`config.mk`:
```
export PLATFORM = sky130hd
export DESIGN_NAME = tx_ring_buffer_fifo_feeder_core
export DESIGN_NICKNAME = d
export VERILOG_FILES = /design/src/rtl/txrb_pkg.sv /design/src/rtl/txrb_ring_mem.sv /design/src/rtl/txrb_seq.sv /design/src/rtl/tx_ring_buffer_fifo_feeder_core.sv
export SDC_FILE = /design/constraint.sdc
export NUM_CORES = 2
export LEC_CHECK = 0
export BUFFER_PORTS_ARGS = -buffer_cell sky130_fd_sc_hd__buf_2
export CAP_MARGIN = 20
export CORE_MARGIN = 3
export CORE_UTILIZATION = 55
export CTS_BUF_LIST = sky130_fd_sc_hd__clkbuf_4 sky130_fd_sc_hd__clkbuf_8
export CTS_CLUSTER_SIZE = 24
export DETAILED_ROUTE_END_ITERATION = 6
export PLACE_DENSITY = 0.71
export SETUP_SLACK_MARGIN = 0.3
export SYNTH_ARGS = -nofsm -noshare
export SYNTH_HDL_FRONTEND = slang
export SYNTH_SLANG_ARGS = --single-unit
```
`constraint.sdc`:
```
create_clock -name clk -period 8.7 [get_ports clk]
set_input_delay 0.87 -clock clk [delete_from_list [all_inputs] [get_ports clk]]
set_output_delay 0.87 -clock clk [all_outputs]
set_load 0.02 [all_outputs]
```
`src/rtl/txrb_pkg.sv`:
```
// ----------------------------------------------------------------------------
// txrb_pkg: shared types and constants for the transmit ring buffer feeder
//
// Ring and FIFO sizes, pointer widths, operation codes and the transfer
// payload structs used by the sequencer, the ring memory and the top level.
// ----------------------------------------------------------------------------
`default_nettype none

package txrb_pkg;

  // Sizes
  localparam int RING_DEPTH  = 512;
  localparam int FIFO_DEPTH  = 8;
  localparam int MAX_RESULTS = 8;

  // Derived widths
  localparam int PTR_W  = $clog2(RING_DEPTH);
  localparam int FREE_W = $clog2(FIFO_DEPTH + 16);   // holds FIFO_DEPTH and any count
  localparam int NUM_W  = $clog2(MAX_RESULTS + 1);
  localparam int CMP_W  = PTR_W + FREE_W + NUM_W;    // common compare width

  // Field widths fixed by the interface
  localparam int OP_W   = 2;
  localparam int BYTE_W = 8;
  localparam int CNT_W  = 4;
  localparam int QCNT_W = 9;

  // Operation codes
  localparam logic [OP_W-1:0] OP_PUT  = 2'd0;
  localparam logic [OP_W-1:0] OP_POLL = 2'd1;
  localparam logic [OP_W-1:0] OP_IRQ  = 2'd2;

  typedef struct packed {
    logic [OP_W-1:0]   opcode;
    logic [BYTE_W-1:0] data_byte;
    logic [CNT_W-1:0]  fifo_count;
  } in_item_t;

  typedef struct packed {
    logic              fifo_write;
    logic [BYTE_W-1:0] fifo_byte;
    logic              last_result;
    logic              dropped;
    logic              irq_enabled;
    logic [QCNT_W-1:0] queued_count;
  } out_item_t;

  // Ring memory request from the sequencer
  typedef struct packed {
    logic              wr_en;
    logic [PTR_W-1:0]  wr_addr;
    logic [BYTE_W-1:0] wr_data;
    logic              rd_en;
    logic [PTR_W-1:0]  rd_addr;
  } mem_req_t;

endpackage

`default_nettype wire

```
`src/rtl/txrb_ring_mem.sv`:
```
// ----------------------------------------------------------------------------
// txrb_ring_mem: ring storage
//
// One write port and one read port; read data is registered and held
// until the next read.
// ----------------------------------------------------------------------------
`default_nettype none

module txrb_ring_mem (
  input  wire logic                      clk,
  input  wire txrb_pkg::mem_req_t        req,
  output logic [txrb_pkg::BYTE_W-1:0]    rd_data
);
  import txrb_pkg::*;

  logic [BYTE_W-1:0] mem [RING_DEPTH];

  // Write port
  always_ff @(posedge clk) begin
    if (req.wr_en) begin
      mem[req.wr_addr] <= req.wr_data;
    end
  end

  // Registered read port
  always_ff @(posedge clk) begin
    if (req.rd_en) begin
      rd_data <= mem[req.rd_addr];
    end
  end

endmodule

`default_nettype wire

```
`src/rtl/txrb_seq.sv`:
```
// ----------------------------------------------------------------------------
// txrb_seq: item sequencer
//
// Takes one item at a time, works out the bytes to move and the final
// enable and fill level, then steps through the ring one byte per pass
// using a single shared pointer incrementer.
// ----------------------------------------------------------------------------
`default_nettype none

module txrb_seq (
  input  wire logic                      clk,
  input  wire logic                      rst,
  input  wire logic                      in_valid,
  output logic                           in_stall,
  input  wire txrb_pkg::in_item_t        in_item,
  input  wire logic                      out_free,
  output logic                           load,
  output txrb_pkg::out_item_t            load_item,
  output txrb_pkg::mem_req_t             mem_req,
  input  wire logic [txrb_pkg::BYTE_W-1:0] rd_data
);
  import txrb_pkg::*;

  typedef enum logic [1:0] {S_IDLE, S_CALC, S_RD, S_DRAIN} state_t;

  state_t            state;
  in_item_t          item;
  logic [PTR_W-1:0]  wp;
  logic [PTR_W-1:0]  rp;
  logic              irq;
  logic [PTR_W-1:0]  q_fin;
  logic [NUM_W-1:0]  remain;

  logic [PTR_W-1:0]  inc_in;
  logic [PTR_W-1:0]  inc_out;
  logic [PTR_W-1:0]  used;
  logic [FREE_W-1:0] cnt_ext;
  logic              room;
  logic [FREE_W-1:0] free;
  logic [CMP_W-1:0]  lim;
  logic [NUM_W-1:0]  n;
  logic              ring_full;
  logic              is_drain;
  logic              irq_fin;
  logic              in_accept;
  out_item_t         stat_item;
  out_item_t         drain_item;

  assign in_accept = in_valid && !in_stall;
  assign in_stall  = (state != S_IDLE);

  // Shared pointer incrementer: write pointer while deciding, read pointer while draining
  assign inc_in  = (state == S_CALC) ? wp : rp;
  assign inc_out = (inc_in == PTR_W'(RING_DEPTH - 1)) ? '0 : inc_in + 1'b1;

  // Fill level and move count
  always_comb begin
    used = PTR_W'({1'b0, wp} + ((wp < rp) ? (PTR_W + 1)'(RING_DEPTH) : '0) - {1'b0, rp});
    cnt_ext = FREE_W'(item.fifo_count);
    room    = cnt_ext < FREE_W'(FIFO_DEPTH);
    free    = room ? FREE_W'(FIFO_DEPTH) - cnt_ext : '0;
    lim     = CMP_W'(used);
    if (CMP_W'(free) < lim) begin
      lim = CMP_W'(free);
    end
    if (CMP_W'(MAX_RESULTS) < lim) begin
      lim = CMP_W'(MAX_RESULTS);
    end
    n         = NUM_W'(lim);
    ring_full = (inc_out == rp);
    is_drain  = (item.opcode == OP_POLL) || (item.opcode == OP_IRQ);
    if (item.opcode == OP_POLL) begin
      irq_fin = (used != PTR_W'(n)) ? 1'b1 : irq;
    end else if (item.opcode == OP_IRQ) begin
      irq_fin = (used == PTR_W'(n)) ? 1'b0 : irq;
    end else begin
      irq_fin = irq;
    end
  end

  // Result payloads: single status/put result, and one drained byte
  always_comb begin
    stat_item              = '0;
    stat_item.last_result  = 1'b1;
    stat_item.irq_enabled  = irq_fin;
    stat_item.queued_count = QCNT_W'(used);
    if (item.opcode == OP_PUT) begin
      if (room) begin
        stat_item.fifo_write = 1'b1;
        stat_item.fifo_byte  = item.data_byte;
      end else if (ring_full) begin
        stat_item.dropped = 1'b1;
      end else begin
        stat_item.irq_enabled  = 1'b1;
        stat_item.queued_count = QCNT_W'(used + 1'b1);
      end
    end

    drain_item              = '0;
    drain_item.fifo_write   = 1'b1;
    drain_item.fifo_byte    = rd_data;
    drain_item.last_result  = (remain == NUM_W'(1));
    drain_item.irq_enabled  = irq;
    drain_item.queued_count = QCNT_W'(q_fin);
  end

  // Ring memory requests
  always_comb begin
    mem_req         = '0;
    mem_req.rd_addr = rp;
    mem_req.wr_addr = wp;
    mem_req.wr_data = item.data_byte;
    mem_req.wr_en   = (state == S_CALC) && out_free && (item.opcode == OP_PUT)
                      && !room && !ring_full;
    mem_req.rd_en   = ((state == S_CALC) && is_drain && (n != '0)) || (state == S_RD);
  end

  // Sequencer
  always_ff @(posedge clk) begin
    if (rst) begin
      state  <= S_IDLE;
      wp     <= '0;
      rp     <= '0;
      irq    <= 1'b0;
      remain <= '0;
      load   <= 1'b0;
    end else begin
      load <= 1'b0;
      case (state)
        S_IDLE: begin
          if (in_accept) begin
            item  <= in_item;
            state <= S_CALC;
          end
        end
        S_CALC: begin
          if (is_drain && (n != '0)) begin
            irq    <= irq_fin;
            q_fin  <= used - PTR_W'(n);
            remain <= n;
            state  <= S_DRAIN;
          end else if (out_free) begin
            load      <= 1'b1;
            load_item <= stat_item;
            irq       <= stat_item.irq_enabled;
            // queued put advances the write pointer
            if ((item.opcode == OP_PUT) && !room && !ring_full) begin
              wp <= inc_out;
            end
            state <= S_IDLE;
          end
        end
        S_RD: begin
          state <= S_DRAIN;
        end
        S_DRAIN: begin
          if (out_free) begin
            load      <= 1'b1;
            load_item <= drain_item;
            rp        <= inc_out;
            remain    <= remain - 1'b1;
            state     <= (remain == NUM_W'(1)) ? S_IDLE : S_RD;
          end
        end
        default: begin
          state <= S_IDLE;
        end
      endcase
    end
  end

  // Checks
  a_drain_not_empty: assert property (@(posedge clk) disable iff (rst)
    (state == S_DRAIN) |-> (rp != wp))
    else $error("drain step with empty ring");

  a_no_write_when_full: assert property (@(posedge clk) disable iff (rst)
    mem_req.wr_en |-> (inc_out != rp))
    else $error("ring write while ring full");

  a_accept_to_calc: assert property (@(posedge clk) disable iff (rst)
    in_accept |=> (state == S_CALC))
    else $error("accepted item did not start");

  a_last_ends_item: assert property (@(posedge clk) disable iff (rst)
    ((state == S_DRAIN) && out_free && (remain == NUM_W'(1))) |=>
      ((state == S_IDLE) && load && load_item.last_result))
    else $error("final drain transfer did not close the item");

endmodule

`default_nettype wire

```
`src/rtl/tx_ring_buffer_fifo_feeder_core.sv`:
```
// ----------------------------------------------------------------------------
// tx_ring_buffer_fifo_feeder_core: transmit ring buffer feeding a UART FIFO
//
// Puts go straight to the FIFO when it has room, else into the ring, or are
// dropped if the ring is full; poll and interrupt items drain ring bytes into the FIFO.
//
//   channel | direction | payload    | handshake
//   req     | in        | in_item_t  | req_valid / req_stall
//   rsp     | out       | out_item_t | rsp_valid / rsp_stall
//
// Put, status and empty drains load their result from the decide step.
// A drain has one decide step that also reads the first byte; each byte is
// then one output load, with one ring read before each further byte, paced
// by the single read port. A stalled output holds a load until it is free.
// One item is in work at a time; the next is taken once the last result
// is loaded into the output register, even if that result is still stalled.
// Reset clears pointers and the interrupt enable; the ring needs no clear.
// ----------------------------------------------------------------------------
`default_nettype none

module tx_ring_buffer_fifo_feeder_core (
  input  wire logic                  clk,
  input  wire logic                  rst,
  input  wire logic                  req_valid,
  output logic                       req_stall,
  input  wire txrb_pkg::in_item_t    req_item,
  output logic                       rsp_valid,
  input  wire logic                  rsp_stall,
  output txrb_pkg::out_item_t        rsp_item
);
  import txrb_pkg::*;

  logic              out_free;
  logic              load;
  out_item_t         load_item;
  mem_req_t          mem_req;
  logic [BYTE_W-1:0] rd_data;

  assign out_free = !rsp_valid || !rsp_stall;

  txrb_seq u_seq (
    .clk       (clk),
    .rst       (rst),
    .in_valid  (req_valid),
    .in_stall  (req_stall),
    .in_item   (req_item),
    .out_free  (out_free),
    .load      (load),
    .load_item (load_item),
    .mem_req   (mem_req),
    .rd_data   (rd_data)
  );

  txrb_ring_mem u_mem (
    .clk     (clk),
    .req     (mem_req),
    .rd_data (rd_data)
  );

  // Output register: holds a result until its transfer completes
  always_ff @(posedge clk) begin
    if (rst) begin
      rsp_valid <= 1'b0;
    end else if (load) begin
      rsp_valid <= 1'b1;
    end else if (!rsp_stall) begin
      rsp_valid <= 1'b0;
    end
  end

  always_ff @(posedge clk) begin
    if (load) begin
      rsp_item <= load_item;
    end
  end

endmodule

`default_nettype wire

```
### After elaboration in Yosys (flattened, before gate mapping)

Memory sizes are Yosys's and may differ from the RTL's. A register that Yosys moved wholly into a read port is not among the register bits.
Cells that the tools add are included.

| word-level totals | value |
|---|---|
| output and inout bits | 23 |
| input bits | 18 |
| logic and storage cells | 122 |
| register bits | 92 |
| memories | 1 |
| memory bits (writable) | 4096 |

Memories:

| memory | words | bits a word | rd ports | clocked after Yosys merged registers in | wr ports | line | text |
|---|---|---|---|---|---|---|---|
| u_mem.mem | 512 | 8 | 1 | 1 | 1 | txrb_ring_mem.sv:16 | `logic [BYTE_W-1:0] mem [RING_DEPTH];` |

| cells by class | value |
|---|---|
| bitwise gates (word level) | 2 |
| eq/ne operators | 17 |
| muxes and demuxes | 37 |
| add/subtract/negate cells | 7 |
| reductions and logical operators | 32 |
| $lt $le $gt $ge | 3 |

Operators with widths:

| cell | number |
|---|---|
| $mux 21 | 3 |
| $mux 9 | 5 |
| $pmux 21 s2 | 1 |
| $mux 11 | 2 |
| $add 9x1->9 const B | 2 |
| $mux 1 | 13 |
| $mux 4 | 3 |
| $reduce_and 3->1 | 4 |
| $logic_and 1x1->1 | 10 |
| $mux 10 | 1 |
| $mux 2 | 5 |
| $add 9x9->9 const B | 1 |
| $eq 9x4->1 | 1 |
| $eq 9x9->1 | 1 |
| $eq 9x9->1 const B | 1 |
| $lt 4x9->1 const A | 1 |
| $lt 5x9->1 | 1 |
| $ne 9x4->1 | 1 |
| $sub 9x4->9 | 1 |
| $sub 9x9->9 | 1 |
| $ne 2x1->1 const B | 4 |
| $pmux 2 s4 | 1 |
| $pmux 4 s2 | 1 |
| $eq 2x2->1 const B | 3 |
| other kinds (18) | 31 |

### Logic depth before layout (Yosys ltp)

| depth | value |
|---|---|
| depth in word-level cells | 16 |
| gate-level depth with buffers | 27 |

### Hierarchy

Synthesis repeated with hierarchy kept, for this count alone.

| unflattened totals | value |
|---|---|
| cells, all modules | 8558 |
| area, all modules | 165502.5 um2 |

Modules (own cells, without submodules):

| module | area each (um2) | sequential area each (um2) | cells an instance | instances |
|---|---|---|---|---|
| txrb_ring_mem | 160007.2 | 123238.2 | 8030 | 1 |
| txrb_seq | 4832.1 | 1841.8 | 503 | 1 |
| tx_ring_buffer_fifo_feeder_core | 663.1 | 650.6 | 25 | 1 |

### Worst setup path after synthesis

No wires, ideal clock.

| timing path | value |
|---|---|
| path kind | register -> register |
| start | reg u_seq.item (netlist bit u_seq.mem_req[10]) |
| end | mem u_mem.mem[0][0] (data pin) |
| arrival | 6.173 ns |
| setup time | 1.438 ns |
| path slack | 1.089 ns |
| cell stages (with the launch flop) | 1 |
| period minus slack after synthesis | 7.611 ns |
| cell sequence | edfxtp_1 |

RTL lines:

| element | line | text |
|---|---|---|
| from (decl) | txrb_seq.sv:27 | `in_item_t item;` |
| from (signal assigned) | txrb_seq.sv:132 | `item <= in_item;` |
| to (decl) | txrb_ring_mem.sv:16 |  |

No word-level cell before the write port.

### Worst setup path after layout

| timing path | value |
|---|---|
| start | reg u_seq.state[0] |
| end | mem u_mem.mem[305][3], enable pin |

| between the ends | value |
|---|---|
| word-level cells in the longest chain between the ends | 9 |
| elaborated cells on any way between the ends | 13 |
| those cells by class | 1 x add/sub; 3 x eq/ne; 4 x mux; 5 x reduce/logical |

Ends and longest elaborated chain:

| element | line | text |
|---|---|---|
| from (decl) | txrb_seq.sv:26 | `state_t state;` |
| from (signal assigned) | txrb_seq.sv:162 | `state <= (remain == NUM_W'(1)) ? S_IDLE : S_RD;` |
| $eq 2x1->1 (*) | txrb_seq.sv:53, txrb_seq.sv:113 |  |
| $mux 9 | txrb_seq.sv:53 | `assign inc_in = (state == S_CALC) ? wp : rp;` |
| $add 9x1->9 / $eq 9x9->1 (equally long branches) | txrb_seq.sv:54 | `assign inc_out = (inc_in == PTR_W'(RING_DEPTH - 1)) ? '0 : inc_in + 1'b1;` |
| $mux 9 | txrb_seq.sv:54 |  |
| $eq 9x9->1 | txrb_seq.sv:70 | `ring_full = (inc_out == rp);` |
| $logic_not 1->1 | txrb_seq.sv:114 | `&& !room && !ring_full;` |
| $logic_and 1x1->1 (*) | txrb_seq.sv:114 |  |
| $mux 1 (*) | txrb_ring_mem.sv:20 | `if (req.wr_en) begin` |
| $mux 1 (implied by the code) (*) | txrb_ring_mem.sv:21 | `mem[req.wr_addr] <= req.wr_data;` |

Every way passes the cells marked *; elsewhere a longest branch is shown, timed or not.

==> summary.md <==
| Metric | Value |
|---|---|
| Run status | complete, no violations |
| Reg clk slew, reported paths | 0.06 ns |
| TritonCTS Buffers | 642 |
| Adder-cell share of the synthesized area | 0.217% |
| Drt first pass iters | 6 |
| Synth top area cells | edfxtp_1 77%, mux4_2 14%, nor2_1 1.2%, a22o_1 0.99%, a221oi_1 0.96% |
| Synth Area in XOR/XNOR | 0.130% |
| CTS H-tree lvls | 6 |
| Largest net degree at the start of global routing | 192 |
| Synth Cell Area | 162000 sq um |
| DP HPWL | 240000 um |
| Hold path startpoint | rst |
| First-pass GRT wire length | 587000 um |
| Post-Route Skew | 0.0846 ns |
| Largest family of logic cells by synthesized area | multiplexers |
| Hold_ws | 0.203 ns |
| Initial Util | 55.5% |
| Simple-Gate Fraction of Synth Area | 2.49% |
| Final Cycle Share | 84.7% |
| Top Family by Delay on Critical Path | simple AND/OR/NAND/NOR gates |
| Initial antenna violation count | 17 |
| Die ar. | 302000 sq um |
| Nets | 8003 |
| Syn nets | 7647 |
| CP max stage delay | 0.88 ns |
| Max-slew violations | 0 |
| Wire per inst | 32.6 um |
| Cells after DPL | 11200 |
| Reg2Reg Depth | 19 |
| # port buffers | 40 |
| CP Capture Type | flop |
| Data required, critical path | 9.50 ns |
| Startpoint Class | flop |
| CP max-delay cell | o21ai_2 |
| Most frequent cells in the layout | 4169 x edfxtp_1, 1024 x mux4_2, 647 x clkbuf_8 |
| Crit path max fanout | 64 |
| DRC violations left | 0 |
| Routed vias | 82000 |
| Post-synthesis compound-gate area fraction | 3.97% |
| Die extent in x | 549 um |
| Distinct cells, synth | 81 |
| Register-to-register setup slack | 1.34 ns |
| Leakage | 54.6 nW |
| Synth warnings | 0 |
| Rel. slew slack | 15.9% |
| Synth async-reset ratio | 0% |
| Die Y | 549 um |
| Register area share after synthesis | 77.5% |
| Hold Path End | u_seq.rp[6]$_SDFFE_PP0P_ |
| Drt via density | 6.61 |
| Crit Path Category | flop to flop |
| CP bufs+invs | 2 |
| Worst-Margin Slew | 1.25 ns |
| Post-route ant nets | 0 |
| Cells after Synth | 7602 |
| Post-synth top area share | 77.2% |
| Fmax | 136 MHz |
| Pwr Density | 223 nW/um^2 |
| CORE AREA | 292000 sq um |
| CTS tree | done |
| Layout cells sized above 1 | 27.6% |
| Iteration-0 DRC Markers | 12000 |
| HP Class | input pin to flop |
| Mux share of post-synthesis cell area | 14.3% |
| CTS Sinks | 4196 |
| Final Hold Vio Count | 0 |
| MaxCap Viol Count | 0 |
| FP Rows | 198 |
| Number of global-route vias before repair | 81300 |
| Post-CTS setup buffer count | 0 |
| Hold Path Stages | 2 |
| Setup_tns | 0 ns |
| Number of enable flip-flop cells after synthesis | 4169 |
| Layout area overhead | 11.2% |
| Clock tree buffer depth | 4 |
| RR Endpoint | u_mem.mem[305][3]$_DFFE_PP_ |
| Post-synth top flop | edfxtp_1 |
| Finished Layout Cells | 12400 |
| Clock Latency Late Sink | 1.21 ns |
| Gr usage total | 26.8% |
| Gpl congestion | 0.931 |
| Worst path arrival time | 8.17 ns |
| # setup viols final | 0 |
| Post-route minimum period | 7.36 ns |
| RSZ-0062 raised after global routing | no |
| CP most frequent cell | nor2_1 |
| Flops & latches, synth | 4196 |
| FF-to-FF Start | u_seq.state[0]$_SDFFE_PP0P_ |
| Final global-route overflow total | 0 |
| Commonest non-fill, non-tap cell in the layout | edfxtp_1 |
| Synthesized area per cell | 21.3 sq um |
| Max VDD drop | 168 uV |
| Total Routed Length | 404000 um |
| I/O pin count | 41 |
| Cells along the critical path | and2b_1, buf_4, nand2_1, o21ai_0, ha_1, and4b_1, a31o_1, nand3_1, nor2_1, ha_1, inv_1, nor2_1, a311o_1, o2111ai_1, a2111o_1, o21ai_2, nand2b_4, or4b_4, nor2_1 |
| Cell taking the most area after synthesis | edfxtp_1 |
| Clock root cell | clkbuf_8 |
==> report_power, final <==
group	leakage, nW	internal, mW	total [mW]	switching, mW
logic	9.93	0.327	1.10	0.770
clock network	6.93	8.96	16.8	7.87
registers	37.7	22.3	22.3	0.0356
total	54.6	31.6	40.2	8.67
==> logic make-up (layout without fill, tap and decap cells) <==
logic type	Yosys count	in the layout
other	0	24
xor gates and xnor gates	24	24
and+or+nand+nor	923	923
adders and majority gates	27	27
AOI/OAI and AO/OA	869	869
buffers and inverters	522	1397
DFF	4196	4196
muxes	1041	1041
==> metrics by stage <==
stage / instance area [sq um] / util, % / power (mW) / worst slack, ns
3_3_place_gp: 167000 / 57.1 / 23.8 / 1.63
6_report: 180000 / 61.7 / 40.2 / 1.34
3_5_place_dp: 167000 / 57.1 / 23.8 / 1.57
5_1_grt: 180000 / 61.7 / 41.5 / 0.969
2_1_floorplan: 162000 / - / 23.5 / 1.09
4_1_cts: 180000 / 61.7 / 40.5 / 1.52
==> per-layer routing <==
metal / GRT usage [%] / vias to the layer above / wire length (um)
met2: 38.3 / 5603 / 180000
li1: - / 33000 / -
met5: 0 / - / 58
met1: 39.4 / 42700 / 159000
met4: 9.85 / 8 / 15800
met3: 8.24 / 748 / 49300
==> layout make-up <==
type,count,area [sq um]
antenna,24,60.1
clock buffer,805,10100
clock inverter,358,3180
fill,19500,112000
inverter,32,120
multi-input combinational,2884,34400
sequential,4196,126000
tap,3900,4880
timing repair buffer,202,1920
==> worst register-to-register path: stages (launching register included) <==
cell and delay (ns):
dfxtp_1 0.55, and2b_1 0.32, buf_4 0.29, nand2_1 0.07, o21ai_0 0.08, ha_1 0.32, and4b_1 0.29, a31o_1 0.26
nand3_1 0.18, nor2_1 0.17, ha_1 0.60, inv_1 0.37, nor2_1 0.18, a311o_1 0.14, o2111ai_1 0.13, a2111o_1 0.43
o21ai_2 0.88, nand2b_4 0.38, or4b_4 0.83, nor2_1 0.52
==> sequential cells by signal, indices dropped and copies added, names as in the netlist <==
name and flops:
u_mem.mem 4096, rsp_item 21, u_seq.load_item 21, u_seq.q_fin 9
u_seq.rp 9, u_seq.wp 9, u_mem.rd_data 8, u_seq.mem_req 8
u_seq.cnt_ext 4, u_seq.remain 4, u_seq.item 2, u_seq.state 2
rsp_valid 1, u_seq.irq 1, u_seq.load 1
==> worst max-delay path by stage <==
| stage | startpoint | to | slack, ns | cells past startpoint |
|---|---|---|---|---|
| global placement | u_seq.wp[0]$_SDFFE_PP0P_ | u_mem.mem[285][1]$_DFFE_PP_ | 1.63 | 17 |
| floorplan | u_seq.mem_req[10]$_DFFE_PP_ | u_mem.mem[0][0]$_DFFE_PP_ | 1.09 | 0 |
| CTS | u_seq.state[0]$_SDFFE_PP0P_ | u_mem.mem[305][7]$_DFFE_PP_ | 1.52 | 19 |
| detailed placement | u_seq.state[0]$_SDFFE_PP0P_ | u_mem.mem[305][1]$_DFFE_PP_ | 1.57 | 19 |
| finish | u_seq.state[0]$_SDFFE_PP0P_ | u_mem.mem[305][3]$_DFFE_PP_ | 1.34 | 19 |
| global route | u_seq.state[0]$_SDFFE_PP0P_ | u_mem.mem[288][7]$_DFFE_PP_ | 0.97 | 19 |
==> what timing repair did <==
action / 4_1_cts / 5_1_grt
endpoints found under the hold margin: 16 / 0
hold buffers: 16 / 0
gates resized for setup: 0 / 0
==> synth_stat cells (4+ instances only) <==
master / n
nand2_1: 163
edfxtp_1: 4169
and3_1: 4
o21ai_0: 48
nor2b_1: 10
a31oi_1: 6
mux2i_1: 15
buf_2: 151
buf_8: 6
ha_1: 25
clkbuf_1: 267
and2_1: 5
xnor2_1: 11
dfxtp_1: 27
and3b_1: 4
a22oi_1: 161
a211oi_1: 12
a21oi_1: 134
mux4_2: 1024
nand4_1: 10
o22ai_1: 104
inv_1: 29
a22o_1: 184
xor2_1: 13
o211ai_1: 6
nor4_1: 18
nand3_1: 27
nor3b_1: 4
or2_2: 5
a221oi_1: 177
nand2b_1: 10
buf_1: 63
nor2_2: 60
nor3_1: 56
nor2_1: 523
Note: power is estimated with default switching activity, not from simulation.
